==> src/tof_pair_wall_alignment_profile_core_defines.svh <==
// ----------------------------------------------------------------------------
// Assertion macros for the wall alignment turn profile core
// Concurrent checks that compile away when SYNTHESIS is defined.
// ----------------------------------------------------------------------------
`ifndef TOF_PAIR_WALL_ALIGNMENT_PROFILE_CORE_DEFINES_SVH
`define TOF_PAIR_WALL_ALIGNMENT_PROFILE_CORE_DEFINES_SVH

`ifndef SYNTHESIS
`define TPWA_ASSERT(lbl, ck, rn, prop, msg) \
	lbl: assert property (@(posedge ck) disable iff (!rn) (prop)) else $error(msg);
`define TPWA_ASSERT_IMPL(lbl, ck, rn, ante, cons, msg) \
	lbl: assert property (@(posedge ck) disable iff (!rn) (ante) |-> (cons)) else $error(msg);
`else
`define TPWA_ASSERT(lbl, ck, rn, prop, msg)
`define TPWA_ASSERT_IMPL(lbl, ck, rn, ante, cons, msg)
`endif

`endif

==> src/tpwa_pkg.sv <==
// ----------------------------------------------------------------------------
// tpwa_pkg
// Widths, codes, command types and helpers for the turn profile core.
// ----------------------------------------------------------------------------
`default_nettype none

package tpwa_pkg;

	localparam int READING_BITS   = 14;
	localparam int RATE_BITS      = 24;
	localparam int TOL_BITS       = 13;
	localparam int GAIN_BITS      = 16;
	localparam int MIN_BITS       = 23;
	localparam int CFG_DATA_BITS  = 23;
	localparam int CFG_INDEX_BITS = 3;

	localparam int DIFF_BITS  = READING_BITS + 1;
	localparam int TWICE_BITS = READING_BITS + 2;
	localparam int CMP_BITS   = ((DIFF_BITS > TOL_BITS + 1) ? DIFF_BITS : TOL_BITS + 1) + 1;
	localparam int MAG_BITS   = (RATE_BITS + 3 > MIN_BITS + 2) ? RATE_BITS + 3 : MIN_BITS + 2;
	localparam int PROD_BITS  = READING_BITS + GAIN_BITS;
	localparam int WIDE_BITS  = (PROD_BITS > RATE_BITS) ? PROD_BITS : RATE_BITS;

	// Division by ten as a multiply by a rounded-up reciprocal.
	localparam int RECIP_SHIFT = RATE_BITS + 3;
	localparam int RECIP_PROD_BITS = 2 * RATE_BITS;
	localparam logic [RATE_BITS-1:0] RECIP_MUL =
		RATE_BITS'(((64'd1 << RECIP_SHIFT) + 64'd9) / 64'd10);

	localparam logic [TOL_BITS-1:0]  FRONT_TOL_RESET  = TOL_BITS'(10);
	localparam logic [TOL_BITS-1:0]  SIDE_TOL_RESET   = TOL_BITS'(10);
	localparam logic [GAIN_BITS-1:0] FRONT_GAIN_RESET = GAIN_BITS'(66);
	localparam logic [GAIN_BITS-1:0] SIDE_GAIN_RESET  = GAIN_BITS'(328);
	localparam logic [MIN_BITS-1:0]  MIN_SPEED_RESET  = MIN_BITS'(3277);

	localparam logic signed [READING_BITS-1:0] READING_FAIL = READING_BITS'(-100);

	localparam logic signed [MAG_BITS-1:0] RATE_MAX =
		$signed({{(MAG_BITS-RATE_BITS+1){1'b0}}, {(RATE_BITS-1){1'b1}}});
	localparam logic signed [MAG_BITS-1:0] RATE_MIN =
		$signed({{(MAG_BITS-RATE_BITS+1){1'b1}}, {(RATE_BITS-1){1'b0}}});
	localparam logic [WIDE_BITS-1:0] PEAK_MAX =
		{{(WIDE_BITS-RATE_BITS+1){1'b0}}, {(RATE_BITS-1){1'b1}}};

	typedef enum logic [CFG_INDEX_BITS-1:0] {
		CFG_FRONT_TOL  = 3'd0,
		CFG_SIDE_TOL   = 3'd1,
		CFG_FRONT_GAIN = 3'd2,
		CFG_SIDE_GAIN  = 3'd3,
		CFG_MIN_SPEED  = 3'd4
	} cfg_index_t;

	typedef enum logic [2:0] {
		PH_ACCEL  = 3'd0,
		PH_CRUISE = 3'd1,
		PH_DECEL  = 3'd2,
		PH_HOLD   = 3'd3,
		PH_STOP   = 3'd4
	} phase_t;

	typedef enum logic [2:0] {
		ST_IDLE,
		ST_EVAL,
		ST_MUL,
		ST_PEAK,
		ST_RECIP,
		ST_STEP,
		ST_PUSH
	} state_t;

	typedef struct packed {
		logic capture;
		logic eval;
		logic mul;
		logic peak;
		logic recip;
		logic step;
		logic push;
	} dp_cmd_t;

	typedef struct packed {
		logic start_go;
		logic out_free;
	} dp_status_t;

	function automatic logic signed [RATE_BITS-1:0] sat_rate(
		input logic signed [MAG_BITS-1:0] x
	);
		logic signed [MAG_BITS-1:0] y;
		if (x > RATE_MAX) begin
			y = RATE_MAX;
		end else if (x < RATE_MIN) begin
			y = RATE_MIN;
		end else begin
			y = x;
		end
		return y[RATE_BITS-1:0];
	endfunction

endpackage

`default_nettype wire

==> src/tpwa_item_if.sv <==
// ----------------------------------------------------------------------------
// tpwa_item_if
// Request channel: operation, pair select and the two range readings.
// ----------------------------------------------------------------------------
`default_nettype none

interface tpwa_item_if;
	logic                                      valid;
	logic                                      ready;
	logic                                      operation;
	logic                                      side_select;
	logic signed [tpwa_pkg::READING_BITS-1:0]  reading_a;
	logic signed [tpwa_pkg::READING_BITS-1:0]  reading_b;

	modport source (
		output valid, operation, side_select, reading_a, reading_b,
		input  ready
	);
	modport sink (
		input  valid, operation, side_select, reading_a, reading_b,
		output ready
	);
endinterface

`default_nettype wire

==> src/tpwa_result_if.sv <==
// ----------------------------------------------------------------------------
// tpwa_result_if
// Result channel: turn rate command, status flags and the final reading.
// ----------------------------------------------------------------------------
`default_nettype none

interface tpwa_result_if;
	logic                                      valid;
	logic                                      ready;
	logic signed [tpwa_pkg::RATE_BITS-1:0]     turn_rate;
	logic                                      command_valid;
	logic                                      range_error;
	logic                                      done_res;
	logic signed [tpwa_pkg::READING_BITS-1:0]  final_reading;

	modport source (
		output valid, turn_rate, command_valid, range_error, done_res, final_reading,
		input  ready
	);
	modport sink (
		input  valid, turn_rate, command_valid, range_error, done_res, final_reading,
		output ready
	);
endinterface

`default_nettype wire

==> src/tpwa_ctrl.sv <==
// ----------------------------------------------------------------------------
// tpwa_ctrl
// Sequencer: accepts a request, steps the datapath, hands off the result.
// ----------------------------------------------------------------------------
`default_nettype none
`include "tof_pair_wall_alignment_profile_core_defines.svh"

module tpwa_ctrl (
	input  wire logic                 clk,
	input  wire logic                 arst_n,
	input  wire logic                 item_valid,
	output logic                      item_ready,
	input  wire tpwa_pkg::dp_status_t status,
	output tpwa_pkg::dp_cmd_t         cmd
);

	tpwa_pkg::state_t state_q;
	tpwa_pkg::state_t state_d;

	always_ff @(posedge clk or negedge arst_n) begin
		if (!arst_n) begin
			state_q <= tpwa_pkg::ST_IDLE;
		end else begin
			state_q <= state_d;
		end
	end

	always_comb begin
		state_d    = state_q;
		cmd        = '0;
		item_ready = 1'b0;
		unique case (state_q)
			tpwa_pkg::ST_IDLE: begin
				item_ready = 1'b1;
				if (item_valid) begin
					cmd.capture = 1'b1;
					state_d     = tpwa_pkg::ST_EVAL;
				end
			end
			tpwa_pkg::ST_EVAL: begin
				cmd.eval = 1'b1;
				state_d  = status.start_go ? tpwa_pkg::ST_MUL : tpwa_pkg::ST_PUSH;
			end
			tpwa_pkg::ST_MUL: begin
				cmd.mul = 1'b1;
				state_d = tpwa_pkg::ST_PEAK;
			end
			tpwa_pkg::ST_PEAK: begin
				cmd.peak = 1'b1;
				state_d  = tpwa_pkg::ST_RECIP;
			end
			tpwa_pkg::ST_RECIP: begin
				cmd.recip = 1'b1;
				state_d   = tpwa_pkg::ST_STEP;
			end
			tpwa_pkg::ST_STEP: begin
				cmd.step = 1'b1;
				state_d  = tpwa_pkg::ST_PUSH;
			end
			tpwa_pkg::ST_PUSH: begin
				if (status.out_free) begin
					cmd.push = 1'b1;
					state_d  = tpwa_pkg::ST_IDLE;
				end
			end
			default: begin
				state_d = tpwa_pkg::ST_IDLE;
			end
		endcase
	end

	`TPWA_ASSERT_IMPL(a_eval_after_idle, clk, arst_n, state_q == tpwa_pkg::ST_EVAL, $past(state_q) == tpwa_pkg::ST_IDLE, "evaluation without an accepted request")
	`TPWA_ASSERT_IMPL(a_push_entry, clk, arst_n, state_q == tpwa_pkg::ST_PUSH, $past(state_q) == tpwa_pkg::ST_EVAL || $past(state_q) == tpwa_pkg::ST_STEP || $past(state_q) == tpwa_pkg::ST_PUSH, "result hand-off entered out of sequence")

endmodule

`default_nettype wire

==> src/tpwa_datapath.sv <==
// ----------------------------------------------------------------------------
// tpwa_datapath
// Configuration, alignment state, phase evaluation, peak and step arithmetic
// and the output register.
// ----------------------------------------------------------------------------
`default_nettype none
`include "tof_pair_wall_alignment_profile_core_defines.svh"

module tpwa_datapath (
	input  wire logic                                     clk,
	input  wire logic                                     arst_n,
	input  wire tpwa_pkg::dp_cmd_t                        cmd,
	output tpwa_pkg::dp_status_t                          status,
	input  wire logic                                     cfg_write,
	input  wire logic [tpwa_pkg::CFG_INDEX_BITS-1:0]      cfg_index,
	input  wire logic [tpwa_pkg::CFG_DATA_BITS-1:0]       cfg_data,
	input  wire logic                                     operation,
	input  wire logic                                     side_select,
	input  wire logic signed [tpwa_pkg::READING_BITS-1:0] reading_a,
	input  wire logic signed [tpwa_pkg::READING_BITS-1:0] reading_b,
	input  wire logic                                     result_ready,
	output logic                                          result_valid,
	output logic signed [tpwa_pkg::RATE_BITS-1:0]         turn_rate,
	output logic                                          command_valid,
	output logic                                          range_error,
	output logic                                          done_res,
	output logic signed [tpwa_pkg::READING_BITS-1:0]      final_reading
);

	localparam int RB = tpwa_pkg::READING_BITS;
	localparam int RT = tpwa_pkg::RATE_BITS;
	localparam int MB = tpwa_pkg::MAG_BITS;
	localparam int CB = tpwa_pkg::CMP_BITS;
	localparam int DB = tpwa_pkg::DIFF_BITS;
	localparam int TB = tpwa_pkg::TWICE_BITS;

	logic [tpwa_pkg::TOL_BITS-1:0]  front_tol_q;
	logic [tpwa_pkg::TOL_BITS-1:0]  side_tol_q;
	logic [tpwa_pkg::GAIN_BITS-1:0] front_gain_q;
	logic [tpwa_pkg::GAIN_BITS-1:0] side_gain_q;
	logic [tpwa_pkg::MIN_BITS-1:0]  min_speed_q;

	logic                   op_q;
	logic                   side_q;
	logic signed [RB-1:0]   a_q;
	logic signed [RB-1:0]   b_q;

	logic                   active_q;
	tpwa_pkg::phase_t       phase_q;
	logic                   turn_pos_q;
	logic                   use_side_q;
	logic [RB-1:0]          gap_q;
	logic [RT-1:0]          peak_q;
	logic [RT-1:0]          step_q;
	logic signed [RT-1:0]   rate_q;

	logic [tpwa_pkg::PROD_BITS-1:0]       prod_q;
	logic [tpwa_pkg::RECIP_PROD_BITS-1:0] recip_q;

	logic                   pend_valid_q;
	logic                   pend_rerr_q;
	logic                   pend_done_q;
	logic signed [RT-1:0]   pend_rate_q;
	logic signed [RB-1:0]   pend_final_q;

	logic                   out_valid_q;
	logic signed [RT-1:0]   out_rate_q;
	logic                   out_cmd_q;
	logic                   out_rerr_q;
	logic                   out_done_q;
	logic signed [RB-1:0]   out_final_q;

	// Shared evaluation terms.
	logic signed [DB-1:0]   diff_w;
	logic                   is_fail;
	logic [tpwa_pkg::TOL_BITS-1:0] tol_start;
	logic [tpwa_pkg::TOL_BITS-1:0] tol_tick;
	logic signed [CB-1:0]   diff_c;
	logic signed [CB-1:0]   tol_start_c;
	logic                   in_tol;
	logic signed [DB-1:0]   abs_w;
	logic signed [DB-1:0]   e_w;
	logic signed [TB-1:0]   two_e;
	logic signed [TB-1:0]   gap_c;
	logic signed [CB-1:0]   e_c;
	logic signed [CB-1:0]   tol_tick_c;
	logic                   e_gt_tol;
	logic signed [MB-1:0]   rate_m;
	logic signed [MB-1:0]   m_w;
	logic signed [MB-1:0]   peak_m;
	logic signed [MB-1:0]   step_m;
	logic signed [MB-1:0]   min_m;
	logic                   c_acc;
	logic                   c_cru;
	logic                   c_dec;
	logic                   c_hold;
	logic                   is_stop;
	tpwa_pkg::phase_t       phase_n;
	logic signed [MB-1:0]   m_n;
	logic signed [RT-1:0]   rate_n;
	logic [tpwa_pkg::GAIN_BITS-1:0] gain_w;
	logic [tpwa_pkg::WIDE_BITS-1:0] prod_wide;

	always_comb begin
		diff_w      = DB'(a_q) - DB'(b_q);
		is_fail     = (a_q == tpwa_pkg::READING_FAIL) || (b_q == tpwa_pkg::READING_FAIL);
		tol_start   = side_q ? side_tol_q : front_tol_q;
		tol_tick    = use_side_q ? side_tol_q : front_tol_q;
		diff_c      = CB'(diff_w);
		tol_start_c = $signed(CB'(tol_start));
		in_tol      = (diff_c <= tol_start_c) && (diff_c >= -tol_start_c);
		abs_w       = diff_w[DB-1] ? -diff_w : diff_w;

		e_w        = turn_pos_q ? diff_w : -diff_w;
		two_e      = $signed({e_w, 1'b0});
		gap_c      = $signed(TB'(gap_q));
		e_c        = CB'(e_w);
		tol_tick_c = $signed(CB'(tol_tick));
		e_gt_tol   = e_c > tol_tick_c;

		rate_m = MB'(rate_q);
		m_w    = turn_pos_q ? rate_m : -rate_m;
		peak_m = $signed(MB'(peak_q));
		step_m = $signed(MB'(step_q));
		min_m  = $signed(MB'(min_speed_q));

		c_acc  = (phase_q == tpwa_pkg::PH_ACCEL) && (two_e > gap_c) && (m_w <= peak_m);
		c_cru  = (phase_q <= tpwa_pkg::PH_CRUISE) && (two_e > gap_c);
		c_dec  = (phase_q <= tpwa_pkg::PH_DECEL) && (two_e < gap_c) && e_gt_tol && (m_w > min_m);
		c_hold = (phase_q <= tpwa_pkg::PH_HOLD) && e_gt_tol;

		is_stop = 1'b0;
		phase_n = tpwa_pkg::PH_ACCEL;
		m_n     = '0;
		if (c_acc) begin
			phase_n = tpwa_pkg::PH_ACCEL;
			m_n     = m_w + step_m;
		end else if (c_cru) begin
			phase_n = tpwa_pkg::PH_CRUISE;
			m_n     = peak_m;
		end else if (c_dec) begin
			phase_n = tpwa_pkg::PH_DECEL;
			m_n     = m_w - step_m;
		end else if (c_hold) begin
			phase_n = tpwa_pkg::PH_HOLD;
			m_n     = min_m;
		end else begin
			is_stop = 1'b1;
		end
		rate_n = tpwa_pkg::sat_rate(turn_pos_q ? m_n : -m_n);

		gain_w    = use_side_q ? side_gain_q : front_gain_q;
		prod_wide = tpwa_pkg::WIDE_BITS'(prod_q);
	end

	assign status.start_go = op_q && !is_fail && !in_tol;
	assign status.out_free = !out_valid_q || result_ready;

	always_ff @(posedge clk or negedge arst_n) begin
		if (!arst_n) begin
			front_tol_q  <= tpwa_pkg::FRONT_TOL_RESET;
			side_tol_q   <= tpwa_pkg::SIDE_TOL_RESET;
			front_gain_q <= tpwa_pkg::FRONT_GAIN_RESET;
			side_gain_q  <= tpwa_pkg::SIDE_GAIN_RESET;
			min_speed_q  <= tpwa_pkg::MIN_SPEED_RESET;
		end else if (cfg_write) begin
			unique case (cfg_index)
				tpwa_pkg::CFG_FRONT_TOL:  front_tol_q  <= cfg_data[tpwa_pkg::TOL_BITS-1:0];
				tpwa_pkg::CFG_SIDE_TOL:   side_tol_q   <= cfg_data[tpwa_pkg::TOL_BITS-1:0];
				tpwa_pkg::CFG_FRONT_GAIN: front_gain_q <= cfg_data[tpwa_pkg::GAIN_BITS-1:0];
				tpwa_pkg::CFG_SIDE_GAIN:  side_gain_q  <= cfg_data[tpwa_pkg::GAIN_BITS-1:0];
				tpwa_pkg::CFG_MIN_SPEED:  min_speed_q  <= cfg_data[tpwa_pkg::MIN_BITS-1:0];
				default: begin
				end
			endcase
		end
	end

	always_ff @(posedge clk) begin
		if (cmd.capture) begin
			op_q   <= operation;
			side_q <= side_select;
			a_q    <= reading_a;
			b_q    <= reading_b;
		end
		if (cmd.mul) begin
			prod_q <= gap_q * gain_w;
		end
		if (cmd.recip) begin
			recip_q <= tpwa_pkg::RECIP_PROD_BITS'(peak_q)
				* tpwa_pkg::RECIP_PROD_BITS'(tpwa_pkg::RECIP_MUL);
		end
		if (cmd.eval) begin
			pend_valid_q <= !op_q && active_q;
			pend_rerr_q  <= op_q && is_fail;
			pend_done_q  <= op_q ? (!is_fail && in_tol) : (active_q && is_stop);
			pend_rate_q  <= (!op_q && active_q && !is_stop) ? rate_n : '0;
			pend_final_q <= (op_q && !is_fail && in_tol) ? a_q
				: ((!op_q && active_q && is_stop) ? (turn_pos_q ? b_q : a_q) : '0);
		end
		if (cmd.push) begin
			out_rate_q  <= pend_rate_q;
			out_cmd_q   <= pend_valid_q;
			out_rerr_q  <= pend_rerr_q;
			out_done_q  <= pend_done_q;
			out_final_q <= pend_final_q;
		end
	end

	always_ff @(posedge clk or negedge arst_n) begin
		if (!arst_n) begin
			active_q   <= 1'b0;
			phase_q    <= tpwa_pkg::PH_ACCEL;
			turn_pos_q <= 1'b0;
			use_side_q <= 1'b0;
			gap_q      <= '0;
			peak_q     <= '0;
			step_q     <= '0;
			rate_q     <= '0;
		end else begin
			if (cmd.eval) begin
				if (op_q) begin
					if (!is_fail && in_tol) begin
						active_q <= 1'b0;
						phase_q  <= tpwa_pkg::PH_ACCEL;
					end else if (!is_fail) begin
						use_side_q <= side_q;
						turn_pos_q <= diff_w > 0;
						gap_q      <= abs_w[RB-1:0];
						rate_q     <= '0;
						phase_q    <= tpwa_pkg::PH_ACCEL;
						active_q   <= 1'b1;
					end
				end else if (active_q) begin
					if (is_stop) begin
						rate_q   <= '0;
						active_q <= 1'b0;
						phase_q  <= tpwa_pkg::PH_ACCEL;
					end else begin
						rate_q  <= rate_n;
						phase_q <= phase_n;
					end
				end
			end
			if (cmd.peak) begin
				peak_q <= (prod_wide > tpwa_pkg::PEAK_MAX) ? tpwa_pkg::PEAK_MAX[RT-1:0]
					: prod_wide[RT-1:0];
			end
			if (cmd.step) begin
				step_q <= RT'(recip_q >> tpwa_pkg::RECIP_SHIFT);
			end
		end
	end

	always_ff @(posedge clk or negedge arst_n) begin
		if (!arst_n) begin
			out_valid_q <= 1'b0;
		end else if (cmd.push) begin
			out_valid_q <= 1'b1;
		end else if (result_ready) begin
			out_valid_q <= 1'b0;
		end
	end

	assign result_valid  = out_valid_q;
	assign turn_rate     = out_rate_q;
	assign command_valid = out_cmd_q;
	assign range_error   = out_rerr_q;
	assign done_res      = out_done_q;
	assign final_reading = out_final_q;

	`TPWA_ASSERT_IMPL(a_push_when_free, clk, arst_n, cmd.push, status.out_free, "result overwrote a waiting result")
	`TPWA_ASSERT(a_phase_not_stop, clk, arst_n, phase_q != tpwa_pkg::PH_STOP, "stop phase left in the phase register")
	`TPWA_ASSERT_IMPL(a_step_after_recip, clk, arst_n, cmd.step, $past(cmd.recip), "step taken without a fresh reciprocal product")

endmodule

`default_nettype wire

==> src/tof_pair_wall_alignment_profile_core.sv <==
// A tick, a rejected start or a start within tolerance goes from acceptance through
// evaluation straight to the result hand-off; a start that begins a turn also steps
// through the gain multiply, peak clamp, divide-by-ten reciprocal multiply and step
// stages. A new request is taken only once the sequencer is back in idle.
// A waiting result does not block acceptance; only its hand-off waits for the sink.
// Reset clears the sequencer and alignment state and loads the register defaults.
// ----------------------------------------------------------------------------
// tof_pair_wall_alignment_profile_core
// Wall alignment turn profile for a pair of range sensors.
// ----------------------------------------------------------------------------
`default_nettype none

module tof_pair_wall_alignment_profile_core (
	input  wire logic                                 clk,
	input  wire logic                                 arst_n,
	tpwa_item_if.sink                                 item,
	tpwa_result_if.source                             result,
	input  wire logic                                 cfg_write,
	input  wire logic [tpwa_pkg::CFG_INDEX_BITS-1:0]  cfg_index,
	input  wire logic [tpwa_pkg::CFG_DATA_BITS-1:0]   cfg_data
);

	tpwa_pkg::dp_cmd_t    cmd;
	tpwa_pkg::dp_status_t status;
	logic                 item_ready;

	tpwa_ctrl u_ctrl (
		.clk        (clk),
		.arst_n     (arst_n),
		.item_valid (item.valid),
		.item_ready (item_ready),
		.status     (status),
		.cmd        (cmd)
	);

	tpwa_datapath u_datapath (
		.clk           (clk),
		.arst_n        (arst_n),
		.cmd           (cmd),
		.status        (status),
		.cfg_write     (cfg_write),
		.cfg_index     (cfg_index),
		.cfg_data      (cfg_data),
		.operation     (item.operation),
		.side_select   (item.side_select),
		.reading_a     (item.reading_a),
		.reading_b     (item.reading_b),
		.result_ready  (result.ready),
		.result_valid  (result.valid),
		.turn_rate     (result.turn_rate),
		.command_valid (result.command_valid),
		.range_error   (result.range_error),
		.done_res      (result.done_res),
		.final_reading (result.final_reading)
	);

	assign item.ready = item_ready;

endmodule

`default_nettype wire
==> src/flat_wrapper.sv <==
// flat-port wrapper written by rule: the top's interface ports become plain ports
module tof_pair_wall_alignment_profile_core_flat 
  (clk, arst_n, cfg_write, cfg_index, cfg_data, item_valid, item_operation, item_side_select, item_reading_a, item_reading_b, item_ready, result_valid, result_turn_rate, result_command_valid, result_range_error, result_done_res, result_final_reading, result_ready);
  tpwa_item_if item_i ();
  tpwa_result_if result_i ();
  input  wire logic clk;
  input  wire logic arst_n;
  input  wire logic cfg_write;
  input  wire logic [tpwa_pkg::CFG_INDEX_BITS-1:0] cfg_index;
  input  wire logic [tpwa_pkg::CFG_DATA_BITS-1:0] cfg_data;
  input wire logic [$bits(item_i.valid)-1:0] item_valid;
  input wire logic [$bits(item_i.operation)-1:0] item_operation;
  input wire logic [$bits(item_i.side_select)-1:0] item_side_select;
  input wire logic [$bits(item_i.reading_a)-1:0] item_reading_a;
  input wire logic [$bits(item_i.reading_b)-1:0] item_reading_b;
  output wire logic [$bits(item_i.ready)-1:0] item_ready;
  output wire logic [$bits(result_i.valid)-1:0] result_valid;
  output wire logic [$bits(result_i.turn_rate)-1:0] result_turn_rate;
  output wire logic [$bits(result_i.command_valid)-1:0] result_command_valid;
  output wire logic [$bits(result_i.range_error)-1:0] result_range_error;
  output wire logic [$bits(result_i.done_res)-1:0] result_done_res;
  output wire logic [$bits(result_i.final_reading)-1:0] result_final_reading;
  input wire logic [$bits(result_i.ready)-1:0] result_ready;
  assign item_i.valid = item_valid;
  assign item_i.operation = item_operation;
  assign item_i.side_select = item_side_select;
  assign item_i.reading_a = item_reading_a;
  assign item_i.reading_b = item_reading_b;
  assign item_ready = item_i.ready;
  assign result_valid = result_i.valid;
  assign result_turn_rate = result_i.turn_rate;
  assign result_command_valid = result_i.command_valid;
  assign result_range_error = result_i.range_error;
  assign result_done_res = result_i.done_res;
  assign result_final_reading = result_i.final_reading;
  assign result_i.ready = result_ready;
  tof_pair_wall_alignment_profile_core u_core (.clk(clk), .arst_n(arst_n), .item(item_i), .result(result_i), .cfg_write(cfg_write), .cfg_index(cfg_index), .cfg_data(cfg_data));
endmodule
==> config.mk <==
export PLATFORM = sky130hd
export DESIGN_NAME = tof_pair_wall_alignment_profile_core_flat
export DESIGN_NICKNAME = d
export VERILOG_FILES = /design/src/tpwa_pkg.sv /design/src/tpwa_item_if.sv /design/src/tpwa_result_if.sv /design/src/tpwa_ctrl.sv /design/src/tpwa_datapath.sv /design/src/tof_pair_wall_alignment_profile_core.sv /design/src/flat_wrapper.sv
export VERILOG_INCLUDE_DIRS = /design/src /design/src/src
export SDC_FILE = /design/constraint.sdc
export NUM_CORES = 2
export LEC_CHECK = 0
export BUFFER_PORTS_ARGS = -buffer_cell sky130_fd_sc_hd__buf_2
export CORE_MARGIN = 10
export CORE_UTILIZATION = 36
export DETAILED_ROUTE_END_ITERATION = 12
export GPL_ROUTABILITY_DRIVEN = 0
export PLACE_DENSITY = 0.57
export REMOVE_ABC_BUFFERS = 1
export SETUP_SLACK_MARGIN = 0.2
export SYNTH_ARGS = -nofsm -noshare
export SYNTH_HDL_FRONTEND = slang
export SYNTH_SLANG_ARGS = --single-unit
==> constraint.sdc <==
create_clock -name clk -period 8.04 [get_ports clk]
set_input_delay 0.804 -clock clk [delete_from_list [all_inputs] [get_ports clk]]
set_output_delay 0.804 -clock clk [all_outputs]
set_load 0.03 [all_outputs]
### Word-level counts from Yosys, hierarchy flattened

Index checks and enable logic that the tools add are counted.
Widths: inputs -> output; s select.

| storage, ports and cells | value |
|---|---|
| register bits | 364 |
| input bits | 61 |
| output and inout port bits | 43 |
| logic and storage cells | 169 |

| operators by class | value |
|---|---|
| add/subtract/negate cells | 7 |
| multipliers | 2 |
| magnitude comparators | 14 |
| eq/ne operators | 17 |
| multiplexer cells | 57 |
| bitwise operators | 2 |
| reduce and logical (&&, ||, !) cells | 39 |

Operators with widths:

| cell | number |
|---|---|
| $mux 24 | 8 |
| $mux 27 | 5 |
| $mux 14 | 4 |
| $mul 24x24->48 const B | 1 |
| $gt 30x23->1 const B | 1 |
| $mul 14x16->30 | 1 |
| $eq 14x8->1 const B | 2 |
| $add 27x22->27 | 1 |
| $gt 27x24->1 | 1 |
| $gt 27x24->1 const B | 1 |
| $le 27x25->1 | 1 |
| $lt 27x24->1 const B | 1 |
| $mux 3 | 9 |
| $neg 24->27 | 1 |
| $neg 27->27 | 1 |
| $sub 27x22->27 | 1 |
| $mux 13 | 2 |
| $mux 23 | 1 |
| $mux 1 | 22 |
| $pmux 3 s7 | 1 |
| $logic_and 1x1->1 | 17 |
| $ge 15x16->1 | 1 |
| $gt 16x15->1 | 1 |
| $lt 16x15->1 | 1 |
| other kinds (25) | 53 |

### Depth between registers and ports, before layout

| logic depth | value |
|---|---|
| word-level depth | 18 |
| depth in mapped cells | 35 |
| gate-level depth less buffers | 33 |

### Cells and area by module

Synthesis repeated with hierarchy kept, for this count alone.

| second synthesis, totals | value |
|---|---|
| cell total of the unflattened synthesis | 3834 |
| area, all modules | 37958.9 um^2 |

Modules (own cells, without submodules):

| module | instances | cells an instance | area each (um^2) | sequential area each (um^2) |
|---|---|---|---|---|
| tpwa_datapath | 1 | 3810 | 37756.2 | 9168.8 |
| tpwa_ctrl | 1 | 24 | 202.7 | 75.1 |

### Worst setup path after synthesis

OpenSTA, ideal clock, no wires.

| timing | value |
|---|---|
| path type | register to register |
| start point | register u_core.u_datapath.b_q[0] |
| end point | register u_core.u_datapath.pend_rate_q[10] (data pin) |
| setup time | 0.145 ns |
| arrival time | 7.157 ns |
| required time | 7.895 ns |
| slack | 0.739 ns |
| cell stages (with the launch flop) | 33 |
| buffers on the path | 1 |
| clock period less this slack | 7.301 ns |
| cells stage by stage | edfxtp_1 ha_1 fa_1 nand2b_1 a21oi_1 xor2_1 or3_1 or3_1 a2111oi_2 nor2b_1 nor2_1 xor2_1 ha_1 and3_1 a22o_1 nor3_1 a21oi_1 nor2b_1 o21a_1 or2_1 o311ai_2 a2bb2oi_1 nor2_1 a21oi_1 ha_1 inv_1 a211o_1 nor3_2 and4_4 o211ai_4 a311o_1 buf_2 o21ai_1 |

| on the way | value |
|---|---|
| cells in the longest elaborated chain, start to end | 15 |
| elaborated cells on any way between the ends | 29 |
| those cells by class | 3 x add/sub; 5 x order compare; 12 x mux; 9 x reduce/logical |

RTL lines:

| item | RTL line | text |
|---|---|---|
| start, declared | tpwa_datapath.sv:46 | `logic signed [RB-1:0] b_q;` |
| start signal, assigned | tpwa_datapath.sv:184 | `b_q <= reading_b;` |
| $sub 14x14->15 * | tpwa_datapath.sv:105 | `diff_w = DB'(a_q) - DB'(b_q);` |
| $neg 15->15 | tpwa_datapath.sv:114 | `e_w = turn_pos_q ? diff_w : -diff_w;` |
| $mux 15 * | tpwa_datapath.sv:114 |  |
| $lt 16x15->1 | tpwa_datapath.sv:129 | `c_dec = (phase_q <= tpwa_pkg::PH_DECEL) && (two_e < gap_c) && e_gt_tol && (m_w > min_m);` |
| $logic_and 1x1->1 (3 in series) | tpwa_datapath.sv:129 |  |
| $mux 27 | tpwa_datapath.sv:141 | `end else if (c_dec) begin` |
| $mux 27 | tpwa_datapath.sv:138 | `end else if (c_cru) begin` |
| $mux 27 | tpwa_datapath.sv:135 | `if (c_acc) begin` |
| $neg 27->27 | tpwa_datapath.sv:150 | `rate_n = tpwa_pkg::sat_rate(turn_pos_q ? m_n : -m_n);` |
| $mux 27 | tpwa_datapath.sv:150 |  |
| $lt 27x24->1 | tpwa_pkg.sv:92 | `end else if (x < RATE_MIN) begin` |
| $mux 24 | tpwa_pkg.sv:92 |  |
| $mux 24 | tpwa_pkg.sv:90 | `if (x > RATE_MAX) begin` |
| end signal, assigned | tpwa_datapath.sv:197 | `pend_rate_q <= (!op_q && active_q && !is_stop) ? rate_n : '0;` |
| end, declared | tpwa_datapath.sv:63 | `logic signed [RT-1:0] pend_rate_q;` |

Mark *: on every way between the ends. The rest lies on a longest branch, timed or not.
A chain may end at the register's enable or synchronous reset.

### Worst setup path in the final report

| timing | value |
|---|---|
| start point | register u_core.u_datapath.rate_q[7] |
| end point | register u_core.u_datapath.pend_rate_q[18] (data pin) |

| on the way | value |
|---|---|
| cells in the longest elaborated chain, start to end | 12 |
| elaborated cells on any way between the ends | 22 |
| those cells by class | 4 x add/sub; 4 x order compare; 10 x mux; 4 x reduce/logical |

RTL lines:

| item | RTL line | text |
|---|---|---|
| start, declared | tpwa_datapath.sv:55 | `logic signed [RT-1:0] rate_q;` |
| start signal, assigned | tpwa_datapath.sv:240 | `rate_q <= rate_n;` |
| $neg 24->27 | tpwa_datapath.sv:122 | `m_w = turn_pos_q ? rate_m : -rate_m;` |
| $mux 27 * | tpwa_datapath.sv:122 |  |
| $gt 27x24->1 | tpwa_datapath.sv:129 |  |
| $logic_and 1x1->1 | tpwa_datapath.sv:129 |  |
| $mux 27 | tpwa_datapath.sv:141 |  |
| $mux 27 | tpwa_datapath.sv:138 |  |
| $mux 27 | tpwa_datapath.sv:135 |  |
| $neg 27->27 | tpwa_datapath.sv:150 |  |
| $mux 27 | tpwa_datapath.sv:150 |  |
| $lt 27x24->1 | tpwa_pkg.sv:92 |  |
| $mux 24 | tpwa_pkg.sv:92 |  |
| $mux 24 | tpwa_pkg.sv:90 |  |

Marked as above.

==> impl_metrics.csv <==
group,metric,value,unit
detailed_routing,drcViolationCount,0,
detailed_routing,drt_iter0_drc,1883,
placed_design,dp_hpwl,85600,um
synthesis,synth_common_cells,"inv_1 (653), ha_1 (517), fa_1 (389), nand2_1 (253), nor2_1 (204)",
global_route,grt_pass1_wl,162000,um
timing,rsz0062_at_grt,"yes",
critical_path,max_stage_delay,0.62,ns
floorplanning,dieArea,118000,um^2
critical_path,path_delay_family,"simple AND/OR/NAND/NOR gates",
cts,clock-sinks,336,
critical_path,path_buf_inv,4,
detailed_routing,wl_met1,45800,um
detailed_routing,finalWirelength,104000,um
synthesis,syn_area,37700,um^2
synthesis,yosysSeqAreaShare,0.245,
synthesis,synth_top_cell_area_share,0.206,
synthesis,synthFlopType,"edfxtp_1",
timing,fin_ws,0.410,ns
critical_path,ff2ff_setup_slack,0.41,ns
cts,cts_max_path_buffers,3,
synthesis,avgSynthCellArea,10.1,um^2
placed_design,postPlaceCellArea,40300,um^2
finish,design_area,41800,um^2
outcome,outcome,"complete, no violations",
finish,syn_to_final_growth,10.9,%
critical_path,timing.rr.end,"u_core.u_datapath.pend_rate_q[18]$_SDFFCE_PN0P_",
detailed_routing,postRouteAntennaNets,0,
detailed_routing,wl_met3,8580,um
critical_path,reg2reg_depth,24,
critical_path,cp-end-kind,"register",
critical_path,crit_arrival,7.96,ns
synthesis,synth_edf_count,163,
detailed_routing,first_pass_iters,6,
critical_path,cp_cell_sequence,"or4_1, or4_1, nor3_1, a21oi_1, xor2_1, buf_4, ha_1, nand3_1, nor4_1, o21ai_0, a21oi_1, o31ai_4, or2b_4, o22ai_2, buf_4, buf_4, nand3_1, a31o_1, a21oi_2, nand4_2, mux2i_4, a311o_1, buf_6, o21ba_1",
timing,finalClockSkew,0.0352,ns
synthesis,synth.most_common_cell,"inv_1",
cts,cts_buffers,39,
timing,setup_tns,0,ns
placed_design,place_inst,5207,
detailed_routing,wl_per_cell,19.7,um
cts,cts_htree_levels,2,
cts,path_clk_slew,0.06,ns
synthesis,ys_ff_latch,336,
job,max-cap-violations,0,
detailed_routing,viasPerCell,5.16,
finish,nFillCells,10204,
critical_path,critPathMaxFanout,23,
floorplanning,initial_core_util,0.363,
synthesis,synth.distinct_cells,105,
cts,cts_root_buf,"clkbuf_16",
detailed_routing,routed-wl-met2,46800,um
cts,clkLatencyLatePin,0.59,ns
floorplanning,ios,104,
detailed_routing,top_layer,"met5",
placed_design,port_buffers,103,
timing,period_minus_slack,7.63,ns
critical_path,cpMaxStageDelayCell,"or4_1",
finish,drive_gt1_frac,0.122,
placed_design,place_ws,0.00204,ns
global_route,gr-total-overflow,0,
global_route,grtUsageTotal,0.175,
global_route,grt_max_degree,72,
cts,cts_tree,"yes",
critical_path,worstSetupPathType,"register to register",
global_route,grt_antenna_before_repair,3,
synthesis,yosys_warnings,0,
synthesis,synth.area.top_cells,"fa_1 (21%), ha_1 (17%), edfxtp_1 (13%)",
critical_path,crit-reg2reg-launch,"u_core.u_datapath.rate_q[7]$_DFFE_PN0P_",
synthesis,async_reset_ff_frac,0.515,
finish,instances_no_fill,5286,
global_route,grt_pass1_vias,27533,
min_path,min_path_type,"input pin to asynchronous set/reset pin",
floorplanning,fp-row-count,118,
finish,fin_nets,4840,
timing,slew_headroom,0.213,
synthesis,syn_inst,3736,
timing,setup_viol,0,
floorplanning,die_height,344,um
floorplanning,core_area,104000,um^2
critical_path,critPathRequiredTime,8.37,ns
timing,finalHoldViolations,0,
critical_path,critPathLaunchType,"register",
timing,finalCritPeriodShare,0.949,
detailed_routing,vias,27262,
critical_path,critPathMostFrequentCell,"buf_4",
cts,ctsHoldBuffers,0,
floorplanning,die_w,344,um
synthesis,synth_area_leader_cell,"fa_1",
timing,slew_violations,0,
timing,worst_slew_pin_slew,1.18,ns
timing,max_freq,0.131,GHz
per-stage QoR:
| stage | hold WS [ns] | utilization |
|---|---|---|
| 6_report | 0.233 | 0.403 |
| 5_1_grt | 0.267 | 0.403 |
| 4_1_cts | 0.247 | 0.401 |
| 3_5_place_dp | 0.406 | 0.388 |
| 3_3_place_gp | 0.402 | 0.388 |
| 2_1_floorplan | 0.400 | - |
state kept, by name (all words and copies together), names as in the netlist, 2 cells and up:
| register | cells |
|---|---|
| u_core.u_datapath.front_gain_q | 16 |
| u_core.u_datapath.turn_rate | 24 |
| u_core.u_datapath.a_q | 14 |
| u_core.u_datapath.recip_q | 21 |
| u_core.u_datapath.side_tol_q | 13 |
| u_core.u_ctrl.state_q | 3 |
| u_core.u_datapath.phase_q | 2 |
| u_core.u_datapath.min_speed_q | 23 |
| u_core.u_datapath.pend_final_q | 14 |
| u_core.u_datapath.peak_q | 24 |
| u_core.u_datapath.side_gain_q | 16 |
| u_core.u_datapath.rate_q | 24 |
| u_core.u_datapath.pend_rate_q | 24 |
| u_core.u_datapath.gap_q | 14 |
| u_core.u_datapath.b_q | 14 |
| u_core.u_datapath.final_reading | 14 |
| u_core.u_datapath.front_tol_q | 13 |
| u_core.u_datapath.prod_q | 30 |
| u_core.u_datapath.step_q | 21 |
worst max-delay path by stage:
stage	cells after the start	from	slack, ns	endpoint
floorplan	27	u_core.u_datapath.b_q[0]$_DFFE_PP_	0.06	u_core.u_datapath.pend_rate_q[22]$_SDFFCE_PN0P_
finish	24	u_core.u_datapath.rate_q[7]$_DFFE_PN0P_	0.41	u_core.u_datapath.pend_rate_q[18]$_SDFFCE_PN0P_
global placement	28	u_core.u_datapath.peak_q[14]$_DFFE_PN0P_	0.01	u_core.u_datapath.recip_q[47]$_DFFE_PP_
detailed placement	28	u_core.u_datapath.peak_q[14]$_DFFE_PN0P_	0.002	u_core.u_datapath.recip_q[47]$_DFFE_PP_
global route	34	u_core.u_datapath.b_q[0]$_DFFE_PP_	0.14	u_core.u_datapath.pend_rate_q[18]$_SDFFCE_PN0P_
CTS	28	u_core.u_datapath.peak_q[14]$_DFFE_PN0P_	0.08	u_core.u_datapath.recip_q[47]$_DFFE_PP_
worst reg2reg max path, cell delays in order (launching register included):
cell and delay [ns]:
dfrtp_1 0.45, or4_1 0.62, or4_1 0.59, nor3_1 0.43, a21oi_1 0.15, xor2_1 0.16
buf_4 0.17, ha_1 0.29, nand3_1 0.16, nor4_1 0.58, o21ai_0 0.19, a21oi_1 0.54
o31ai_4 0.16, or2b_4 0.31, o22ai_2 0.11, buf_4 0.25, buf_4 0.29, nand3_1 0.16
a31o_1 0.31, a21oi_2 0.22, nand4_2 0.25, mux2i_4 0.36, a311o_1 0.24, buf_6 0.22
o21ba_1 0.18
cells by family after synthesis:
group	Yosys count	synth area share
buffers and inverters	762	0.0770
adders and majority gates	906	0.378
xor gates and xnor gates	189	0.0441
AOI/OAI and AO/OA	571	0.106
and+or+nand+nor	814	0.105
DFF	336	0.245
muxes	158	0.0455
metal layers:
metal / track usage / vias to the layer above
met5: 0.0118 / -
met2: 0.275 / 771
li1: - / 12813
met1: 0.237 / 13518
met4: 0.0438 / 4
met3: 0.0472 / 156
timing repair:
action	in CTS	in global routing
endpoints found under the hold margin	0	0
gates resized for setup	5	35
endpoints found under the setup margin	48	57
gates cloned	1	1
pin swaps	1	7
buffers inserted	0	3
cells in the final DEF, fill, tap and decap left out, types with 14 or more instances in the layout:
cell / instances
inv_1: 651
ha_1: 515
fa_1: 388
nand2_1: 253
nor2_1: 199
edfxtp_1: 163
dfrtp_1: 154
xnor2_1: 118
a21oi_1: 115
o21ai_0: 112
mux2_2: 105
buf_2: 102
buf_4: 97
and2_1: 74
xor2_1: 70
nor3_1: 55
mux2i_1: 51
a21o_1: 46
nand3_1: 44
clkbuf_16: 42
nor2b_1: 31
nand2b_1: 27
nand4_1: 26
a221o_1: 26
o22a_1: 26
o21a_1: 24
o21ai_1: 21
a31oi_1: 18
a22o_1: 18
nor4_1: 16
a211oi_1: 16
dfstp_2: 16
or2_2: 14
cell type report:
class                      count  area [um^2]  area share
timing repair buffer         202         1270      0.0305
tap                         1380         1730      0.0413
antenna                        2         5.00    0.000120
clock inverter                19          204     0.00488
inverter                     655         2460      0.0588
clock buffer                  53         1120      0.0269
multi-input combinational   2639        25800       0.617
sequential                   336         9250       0.221
Power is not shown: default switching activity piles up to over one toggle a cycle in this logic, so the estimate is an artifact.
